## config.mk

```make
export PLATFORM = sky130hd
export DESIGN_NAME = dual_hbridge_signed_pwm_flat
export DESIGN_NICKNAME = d
export VERILOG_FILES = /design/src/dhbpwm_pkg.sv /design/src/dhbpwm_if.sv /design/src/dual_hbridge_signed_pwm.sv /design/src/flat_wrapper.sv
export SDC_FILE = /design/constraint.sdc
export NUM_CORES = 1
export LEC_CHECK = 0
export ABC_AREA = 1
export BUFFER_PORTS_ARGS = -buffer_cell sky130_fd_sc_hd__buf_2
export CAP_MARGIN = 20
export CORE_ASPECT_RATIO = 0.6
export CORE_MARGIN = 1
export CORE_UTILIZATION = 62
export CTS_BUF_LIST = sky130_fd_sc_hd__clkbuf_4
export CTS_CLUSTER_DIAMETER = 150
export CTS_CLUSTER_SIZE = 10
export DETAILED_ROUTE_END_ITERATION = 10
export GPL_TIMING_DRIVEN = 0
export PLACE_DENSITY = 0.79
export SYNTH_ARGS = -nofsm -noshare
export SYNTH_HDL_FRONTEND = slang
export SYNTH_SLANG_ARGS = --single-unit
```

## constraint.sdc

```tcl
create_clock -name clk_i -period 5.7 [get_ports clk_i]
set_input_delay 0.855 -clock clk_i [delete_from_list [all_inputs] [get_ports clk_i]]
set_output_delay 0.855 -clock clk_i [all_outputs]
set_load 0.005 [all_outputs]
```

## src/dhbpwm_pkg.sv

```systemverilog
// Shared types and constants for the dual H-bridge sign-magnitude PWM.
// No dependencies; every other file in src takes its names from here.
package dhbpwm_pkg;

  localparam int unsigned SpeedW    = 8;
  localparam int unsigned MagW      = 7;
  localparam int unsigned DutyW     = 8;
  localparam int unsigned CountW    = 8;
  localparam int unsigned SpeedMax  = 100;
  localparam int unsigned DutyFull  = 255;

  // Reciprocal of the percent scale: floor(x * RecipMul / 2**RecipShift)
  // equals floor(x / 100) for every x up to 255 * 100.
  localparam int unsigned ScaledW    = 15;
  localparam int unsigned RecipW     = 13;
  localparam int unsigned RecipShift = 19;
  localparam int unsigned RecipMul   = 5243;

  typedef enum logic {
    OP_TICK = 1'b0,
    OP_LOAD = 1'b1
  } op_e;

  // Per-channel pin pair, forward in bit 0 and reverse in bit 1.
  typedef struct packed {
    logic rev;
    logic fwd;
  } chan_pins_t;

  typedef struct packed {
    chan_pins_t right;
    chan_pins_t left;
  } drive_t;

endpackage

```

## src/dhbpwm_if.sv

```systemverilog
// Handshake channels of the dual H-bridge PWM: speed items in, pin states out.
// Depends on dhbpwm_pkg for the operation code type.
interface dhbpwm_in_if;
  import dhbpwm_pkg::*;

  logic              valid;
  logic              ready;
  op_e               op;
  logic signed [7:0] left_speed;
  logic signed [7:0] right_speed;

  modport source (output valid, op, left_speed, right_speed, input ready);
  modport sink   (input valid, op, left_speed, right_speed, output ready);
endinterface

interface dhbpwm_out_if;
  logic valid;
  logic ready;
  logic left_forward_drive;
  logic left_reverse_drive;
  logic right_forward_drive;
  logic right_reverse_drive;

  modport source (output valid, left_forward_drive, left_reverse_drive,
                  right_forward_drive, right_reverse_drive, input ready);
  modport sink   (input valid, left_forward_drive, left_reverse_drive,
                  right_forward_drive, right_reverse_drive, output ready);
endinterface

```

## src/dual_hbridge_signed_pwm.sv

```systemverilog
// Top level of the two-channel sign-magnitude PWM for a pair of H-bridges.
// Depends on dhbpwm_pkg and the channel interfaces in dhbpwm_if.sv.
//
//   channel | direction | payload                                   | transfer when
//   in_i    | sink      | op, left_speed, right_speed               | valid & ready
//   out_o   | source    | left/right forward/reverse drive pins     | valid & ready
//
// One item is taken per clock while ready is high; its result is queued in the buffer.
// The pin state is updated in a single registered pass: clamp, duty scaling and counter
// compare all sit between the accepted item and the state registers.
// Results queue in a two-entry output buffer, so input ready only drops when both
// entries hold results that the sink has not yet taken.
// Reset clears the counter, duties, directions and pins, and empties the buffer.
module dual_hbridge_signed_pwm (
  input  logic         clk_i,
  input  logic         rst_ni,
  dhbpwm_in_if.sink    in_i,
  dhbpwm_out_if.source out_o
);
  import dhbpwm_pkg::*;

  // PWM state. A channel's direction is kept as the pin pair that its sign selects,
  // which is all the wrap and compare rules need of the stored level.
  logic [CountW-1:0] cnt_q, cnt_d;
  logic [DutyW-1:0]  left_duty_q, left_duty_d;
  logic [DutyW-1:0]  right_duty_q, right_duty_d;
  chan_pins_t        left_dir_q, left_dir_d;
  chan_pins_t        right_dir_q, right_dir_d;
  drive_t            pins_q, pins_d;

  // Output buffer: entry 0 is the head shown on out_o.
  drive_t            buf_q [2];
  drive_t            buf_d [2];
  logic [1:0]        fill_q, fill_d;

  logic in_xfer;
  logic out_xfer;

  assign in_i.ready = (fill_q != 2'd2);
  assign in_xfer    = in_i.valid & in_i.ready;
  assign out_xfer   = out_o.valid & out_o.ready;

  // Direction pins for a signed percent. Clamping never changes the sign, so the
  // raw speed selects the same pin as the clamped level would.
  function automatic chan_pins_t dir_of(input logic signed [SpeedW-1:0] s);
    chan_pins_t p;
    p.fwd = (s > 0);
    p.rev = (s < 0);
    return p;
  endfunction

  // Clamp a signed percent to the legal range and return its magnitude.
  function automatic logic [MagW-1:0] mag_of(input logic signed [SpeedW-1:0] s);
    logic signed [SpeedW-1:0] lim;
    logic [SpeedW-1:0]        a;
    lim = s;
    if (s > $signed(SpeedW'(SpeedMax))) begin
      lim = $signed(SpeedW'(SpeedMax));
    end else if (s < -$signed(SpeedW'(SpeedMax))) begin
      lim = -$signed(SpeedW'(SpeedMax));
    end
    a = (lim < 0) ? SpeedW'(-lim) : SpeedW'(lim);
    return a[MagW-1:0];
  endfunction

  // Duty = floor(255 * magnitude / 100), with the division done as a reciprocal multiply.
  function automatic logic [DutyW-1:0] duty_of(input logic [MagW-1:0] m);
    logic [ScaledW-1:0]        scaled;
    logic [ScaledW+RecipW-1:0] prod;
    scaled = ScaledW'(m) * ScaledW'(DutyFull);
    prod   = (ScaledW+RecipW)'(scaled) * (ScaledW+RecipW)'(RecipMul);
    return prod[RecipShift +: DutyW];
  endfunction

  always_comb begin
    cnt_d        = cnt_q;
    left_duty_d  = left_duty_q;
    right_duty_d = right_duty_q;
    left_dir_d   = left_dir_q;
    right_dir_d  = right_dir_q;
    pins_d       = pins_q;
    if (in_xfer) begin
      case (in_i.op)
        OP_LOAD: begin
          left_dir_d   = dir_of(in_i.left_speed);
          right_dir_d  = dir_of(in_i.right_speed);
          left_duty_d  = duty_of(mag_of(in_i.left_speed));
          right_duty_d = duty_of(mag_of(in_i.right_speed));
          cnt_d        = '0;
          pins_d       = '0;
        end
        default: begin
          // A tick: the wrap raises the active pin, then a duty match lowers it.
          cnt_d = cnt_q + CountW'(1);
          if (cnt_d == '0) begin
            pins_d.left  = pins_d.left | left_dir_q;
            pins_d.right = pins_d.right | right_dir_q;
          end
          if (cnt_d == left_duty_q) begin
            pins_d.left = pins_d.left & ~left_dir_q;
          end
          if (cnt_d == right_duty_q) begin
            pins_d.right = pins_d.right & ~right_dir_q;
          end
        end
      endcase
    end
  end

  // Output buffer bookkeeping: pop shifts the tail forward, push lands behind it.
  always_comb begin
    logic [1:0] held;
    held     = fill_q - {1'b0, out_xfer};
    buf_d[0] = out_xfer ? buf_q[1] : buf_q[0];
    buf_d[1] = buf_q[1];
    if (in_xfer) begin
      if (held == 2'd0) begin
        buf_d[0] = pins_d;
      end else begin
        buf_d[1] = pins_d;
      end
    end
    fill_d = held + {1'b0, in_xfer};
  end

  always_ff @(posedge clk_i or negedge rst_ni) begin
    if (!rst_ni) begin
      cnt_q        <= '0;
      left_duty_q  <= '0;
      right_duty_q <= '0;
      left_dir_q   <= '0;
      right_dir_q  <= '0;
      pins_q       <= '0;
      fill_q       <= '0;
    end else begin
      cnt_q        <= cnt_d;
      left_duty_q  <= left_duty_d;
      right_duty_q <= right_duty_d;
      left_dir_q   <= left_dir_d;
      right_dir_q  <= right_dir_d;
      pins_q       <= pins_d;
      fill_q       <= fill_d;
    end
  end

  always_ff @(posedge clk_i) begin
    buf_q[0] <= buf_d[0];
    buf_q[1] <= buf_d[1];
  end

  assign out_o.valid               = (fill_q != 2'd0);
  assign out_o.left_forward_drive  = buf_q[0].left.fwd;
  assign out_o.left_reverse_drive  = buf_q[0].left.rev;
  assign out_o.right_forward_drive = buf_q[0].right.fwd;
  assign out_o.right_reverse_drive = buf_q[0].right.rev;

  // The buffer never holds more than its two entries.
  assert property (@(posedge clk_i) disable iff (!rst_ni) fill_q != 2'd3)
    else $error("output buffer over-filled");

  // A bridge never has both of its pins driven at once.
  assert property (@(posedge clk_i) disable iff (!rst_ni)
    !(pins_q.left.fwd && pins_q.left.rev) && !(pins_q.right.fwd && pins_q.right.rev))
    else $error("both pins of one bridge driven");

  // A load transfer restarts the period with every pin low.
  assert property (@(posedge clk_i) disable iff (!rst_ni)
    in_xfer && in_i.op == OP_LOAD |=> cnt_q == '0 && pins_q == '0)
    else $error("load did not restart the period");

  // Without a transfer on either side the buffer level holds.
  assert property (@(posedge clk_i) disable iff (!rst_ni)
    !in_xfer && !out_xfer |=> $stable(fill_q))
    else $error("buffer level moved without a transfer");

  // The pin state changes only when an input item is transferred.
  assert property (@(posedge clk_i) disable iff (!rst_ni)
    !in_xfer |=> $stable(pins_q) && $stable(cnt_q))
    else $error("PWM state moved without an input transfer");

endmodule

```

## src/flat_wrapper.sv

```systemverilog
// flat-port wrapper written by rule: the top's interface ports become plain ports
module dual_hbridge_signed_pwm_flat import dhbpwm_pkg::*;
  (clk_i, rst_ni, in_i_valid, in_i_op, in_i_left_speed, in_i_right_speed, in_i_ready, out_o_valid, out_o_left_forward_drive, out_o_left_reverse_drive, out_o_right_forward_drive, out_o_right_reverse_drive, out_o_ready);
  dhbpwm_in_if in_i_i ();
  dhbpwm_out_if out_o_i ();
  input  logic clk_i;
  input  logic rst_ni;
  input wire logic [$bits(in_i_i.valid)-1:0] in_i_valid;
  input wire logic [$bits(in_i_i.op)-1:0] in_i_op;
  input wire logic [$bits(in_i_i.left_speed)-1:0] in_i_left_speed;
  input wire logic [$bits(in_i_i.right_speed)-1:0] in_i_right_speed;
  output wire logic [$bits(in_i_i.ready)-1:0] in_i_ready;
  output wire logic [$bits(out_o_i.valid)-1:0] out_o_valid;
  output wire logic [$bits(out_o_i.left_forward_drive)-1:0] out_o_left_forward_drive;
  output wire logic [$bits(out_o_i.left_reverse_drive)-1:0] out_o_left_reverse_drive;
  output wire logic [$bits(out_o_i.right_forward_drive)-1:0] out_o_right_forward_drive;
  output wire logic [$bits(out_o_i.right_reverse_drive)-1:0] out_o_right_reverse_drive;
  input wire logic [$bits(out_o_i.ready)-1:0] out_o_ready;
  assign in_i_i.valid = in_i_valid;
  assign in_i_i.op = in_i_op;
  assign in_i_i.left_speed = in_i_left_speed;
  assign in_i_i.right_speed = in_i_right_speed;
  assign in_i_ready = in_i_i.ready;
  assign out_o_valid = out_o_i.valid;
  assign out_o_left_forward_drive = out_o_i.left_forward_drive;
  assign out_o_left_reverse_drive = out_o_i.left_reverse_drive;
  assign out_o_right_forward_drive = out_o_i.right_forward_drive;
  assign out_o_right_reverse_drive = out_o_i.right_reverse_drive;
  assign out_o_i.ready = out_o_ready;
  dual_hbridge_signed_pwm u_core (.clk_i(clk_i), .rst_ni(rst_ni), .in_i(in_i_i), .out_o(out_o_i));
endmodule
```

==> summary.txt <==
Run status
  – Status: finished with violations
  – Failing checks: setup timing

Worst setup path
  – Worst path required time: 5.97 ns
  – Setup CP Type: primary input to register
  – Critical-path cell with the highest stage delay: fa_1
  – CP startpoint kind: primary input
  – Critical path peak fanout: 4
  – Worst EP arrival: 10.01 ns
  – Crit path max-delay family: adder cells
  – CP bufs+invs: 11
  – Critical Path End Type: register
  – Critical path's largest stage delay: 0.55 ns

Synthesis
  – Post-synthesis xor/xnor area fraction: 0.03682
  – Synthesized area: 13660 µm²
  – Synth Flop Type: dfrtp_1
  – Mux contribution to synthesized area: 0
  – EDFF count, synth: 4
  – Leading area contributor after synthesis: ha_1
  – Post-synthesis compound-gate area fraction: 0.07620
  – Synth warn: 0
  – Largest family of logic cells by synthesized area: adder cells
  – Synth Area in Simple Gates: 0.1906
  – Mapped Nets: ~2200
  – Post-Synthesis Cells: ~1800
  – Synth Area in Adders: 0.4878
  – Sequential area share after synthesis: 0.07693
  – Syn Area/Cell: around 7.7 µm²
  – Top cells by area, synth: ha_1 (25%), fa_1 (24%), inv_1 (13%)
  – Flip-flop and latch count after synthesis: between 40 and 50
  – Ys async rst share: 0.8095
  – Post-synth top area share: 0.2519
  – Count of cell types in the netlist: 50

STA
  – RSZ-0062 raised after global routing: true
  – Final Hold Fails: 0
  – Setup violators final: 16
  – Final Max Slew Viols: 0
  – Setup Skew: 0.02037 ns
  – Measured slew at the worst slew-check pin: approximately 0.83 ns
  – Fin crit period: about 10 ns
  – Maximum clock frequency: around 0.10 GHz
  – Setup WS post-layout: -4.039 ns
  – Final Cycle Share: 1.709
  – Slew Limit Headroom: 0.4384

Place
  – Gpl congestion: between 0.9 and 1
  – HPWL after detailed placement: 30750 µm
  – IO buf count: 26

Floorplan
  – Die W: 193.6 µm
  – I/O pins: 27
  – Chip height: ~120 µm
  – Die ar.: around 23000 µm²
  – Core region area: roughly 21000 µm²
  – Initial core utilization: 0.6417
  – Row count: a little over 40

CTS
  – Root Driver: clkbuf_4
  – CTS tree: yes
  – Num CTS Buffers: 5
  – Clk buf depth: 2
  – Worst-Skew Late Latency: about 0.38 ns
  – Worst-path clk slew: 0.15 ns
  – Hold-fix buffers, CTS: 0
  – H-tree depth: 2
  – CTS sink cnt: 42

GRT
  – Largest net degree at the start of global routing: 35
  – GRT Total Usage: 0.3862
  – Vias in the first global route: approximately 13000
  – Initial antenna violation count: 2
  – GRT overflow: 0
  – First-pass GRT wire length: 67580 µm

Hold path
  – Hold Path Class: register to register

Run
  – Max-cap viol count: 0

Route
  – Drt total wl: between 50000 and 60000 µm
  – DR DRC count: 0
  – WL/cell: 22.38 µm
  – Post-route ant nets: 0
  – DR vias: between 10000 and 15000
  – DR pass1 iterations: 9
  – Vias/cell: 6.195
  – Initial DRC count: around 1800

Final layout
  – Reg area: approximately 1100 µm²
  – Area occupied by multi-input gates: about 13000 µm²
  – Layout Nets: roughly 2400
  – Most common cell after layout, fill and taps aside: inv_1
  – Fillers: ~1000
  – Final Util: 0.8414
  – Share of cells above drive strength 1: 0.3207
  – Most frequent cells in the layout: inv_1 (384), nand2_1 (250), ha_1 (215), fa_1 (142), buf_4 (134)
  – Area Overhead vs Synth: 31.12%
==> Yosys cell counts (2+ instances only) <==
| library cell | count |
|---|---|
| nor2_4 | 3 |
| ha_1 | 275 |
| nor2_2 | 4 |
| xor2_1 | 25 |
| xnor2_1 | 20 |
| nand3_1 | 85 |
| clkbuf_1 | 3 |
| a31oi_1 | 2 |
| o21ai_1 | 11 |
| nand3b_1 | 8 |
| a211oi_1 | 2 |
| dfrtp_1 | 34 |
| o21ai_0 | 54 |
| nand2_2 | 11 |
| inv_1 | 468 |
| xor2_2 | 4 |
| dfxtp_1 | 4 |
| a21oi_2 | 3 |
| a21boi_0 | 4 |
| inv_2 | 4 |
| nand2_1 | 337 |
| fa_1 | 161 |
| a21o_1 | 15 |
| o31ai_1 | 3 |
| nand3_2 | 4 |
| o21ai_2 | 5 |
| nor3_2 | 4 |
| edfxtp_1 | 4 |
| a21oi_1 | 61 |
| nor3_1 | 12 |
| o21bai_1 | 7 |
| o22ai_1 | 4 |
| nor2_1 | 96 |
| nand4_1 | 31 |
==> registers in the layout (all words and copies together) (netlist names) <==
register             flops
u_core.right_duty_q      8
u_core.left_duty_q       8
u_core.buf_q             8
u_core.right_dir_q       2
u_core.cnt_q             8
u_core.left_dir_q        2
u_core.pins_q            4
u_core.fill_q            2
==> cell type report <==
class                           count  area share
Sequential cell                    42     0.05867
Antenna cell                        1   0.0001397
Clock inverter                      2    0.002095
Inverter                          473      0.1023
Clock buffer                        6    0.002514
Buffer                              5    0.001327
Tap cell                          279     0.01949
Timing Repair Buffer              185     0.08724
Multi-Input combinational cell   1264      0.7263
==> metal layers <==
layer  track usage  routed length (µm)
met5       0.01646                  59
met4       0.08267                2869
met3        0.1195                6831
met2        0.5824               20970
met1        0.5455               19770
==> cells by family after synthesis <==
kind of cell,count (synthesis)
AOI/OAI and AO/OA,178
adders and majority gates,436
xor gates and xnor gates,51
buffers and inverters,478
and+or+nand+nor,599
DFF,42
==> through the flow <==
step	hold slack [ns]	std cells	setup WS, ns	area, µm²	TNS [ns]
floorplan	0.4623	1784	-3.305	14400	-51.89
global placement	0.4855	2089	-4.442	14870	-67.17
detailed placement	0.4813	2089	-4.609	14870	-69.75
CTS	0.5169	2214	-3.370	17060	-52.21
global route	0.5422	2257	-4.227	17910	-65.18
finish	0.5128	2257	-4.039	17910	-61.92
==> path summary, 6_finish.rpt <==
path                                   startpoint                endpoint  slack, ns  cells after the start
setup / recovery              in_i_right_speed[3]  u_core.right_duty_q[7]      -4.04                     48
hold / removal             u_core.right_duty_q[0]  u_core.right_duty_q[0]       0.51                      2
setup reg to reg                  u_core.cnt_q[0]      u_core.buf_q[0][6]       3.28                     12
hold reg to reg            u_core.right_duty_q[0]  u_core.right_duty_q[0]       0.51                      2
max in group asynchronous                  rst_ni    u_core.left_dir_q[0]       4.59                      1
min in group asynchronous                  rst_ni         u_core.cnt_q[0]       0.55                      1
==> worst register-to-register path: cells and delay by family (launching register included) <==
kind | cells | cell delay (ns)
adder cells (fa/ha/maj) | 1 | 0.43
AO/OA/AOI/OAI | 1 | 0.07
AND/OR/NAND/NOR | 9 | 1.04
flip-flops | 1 | 0.57
buffers and inverters | 1 | 0.07
==> repair_timing <==
item | CTS | global route
endpoints found under the setup margin | 16 | 16
pin swaps | 201 | 120
resized for setup | 279 | 141
buffers inserted | 118 | 42
endpoints found under the hold margin | 0 | 0
Power is not shown: default switching activity piles up to over one toggle a cycle in this logic, so the estimate is an artifact.
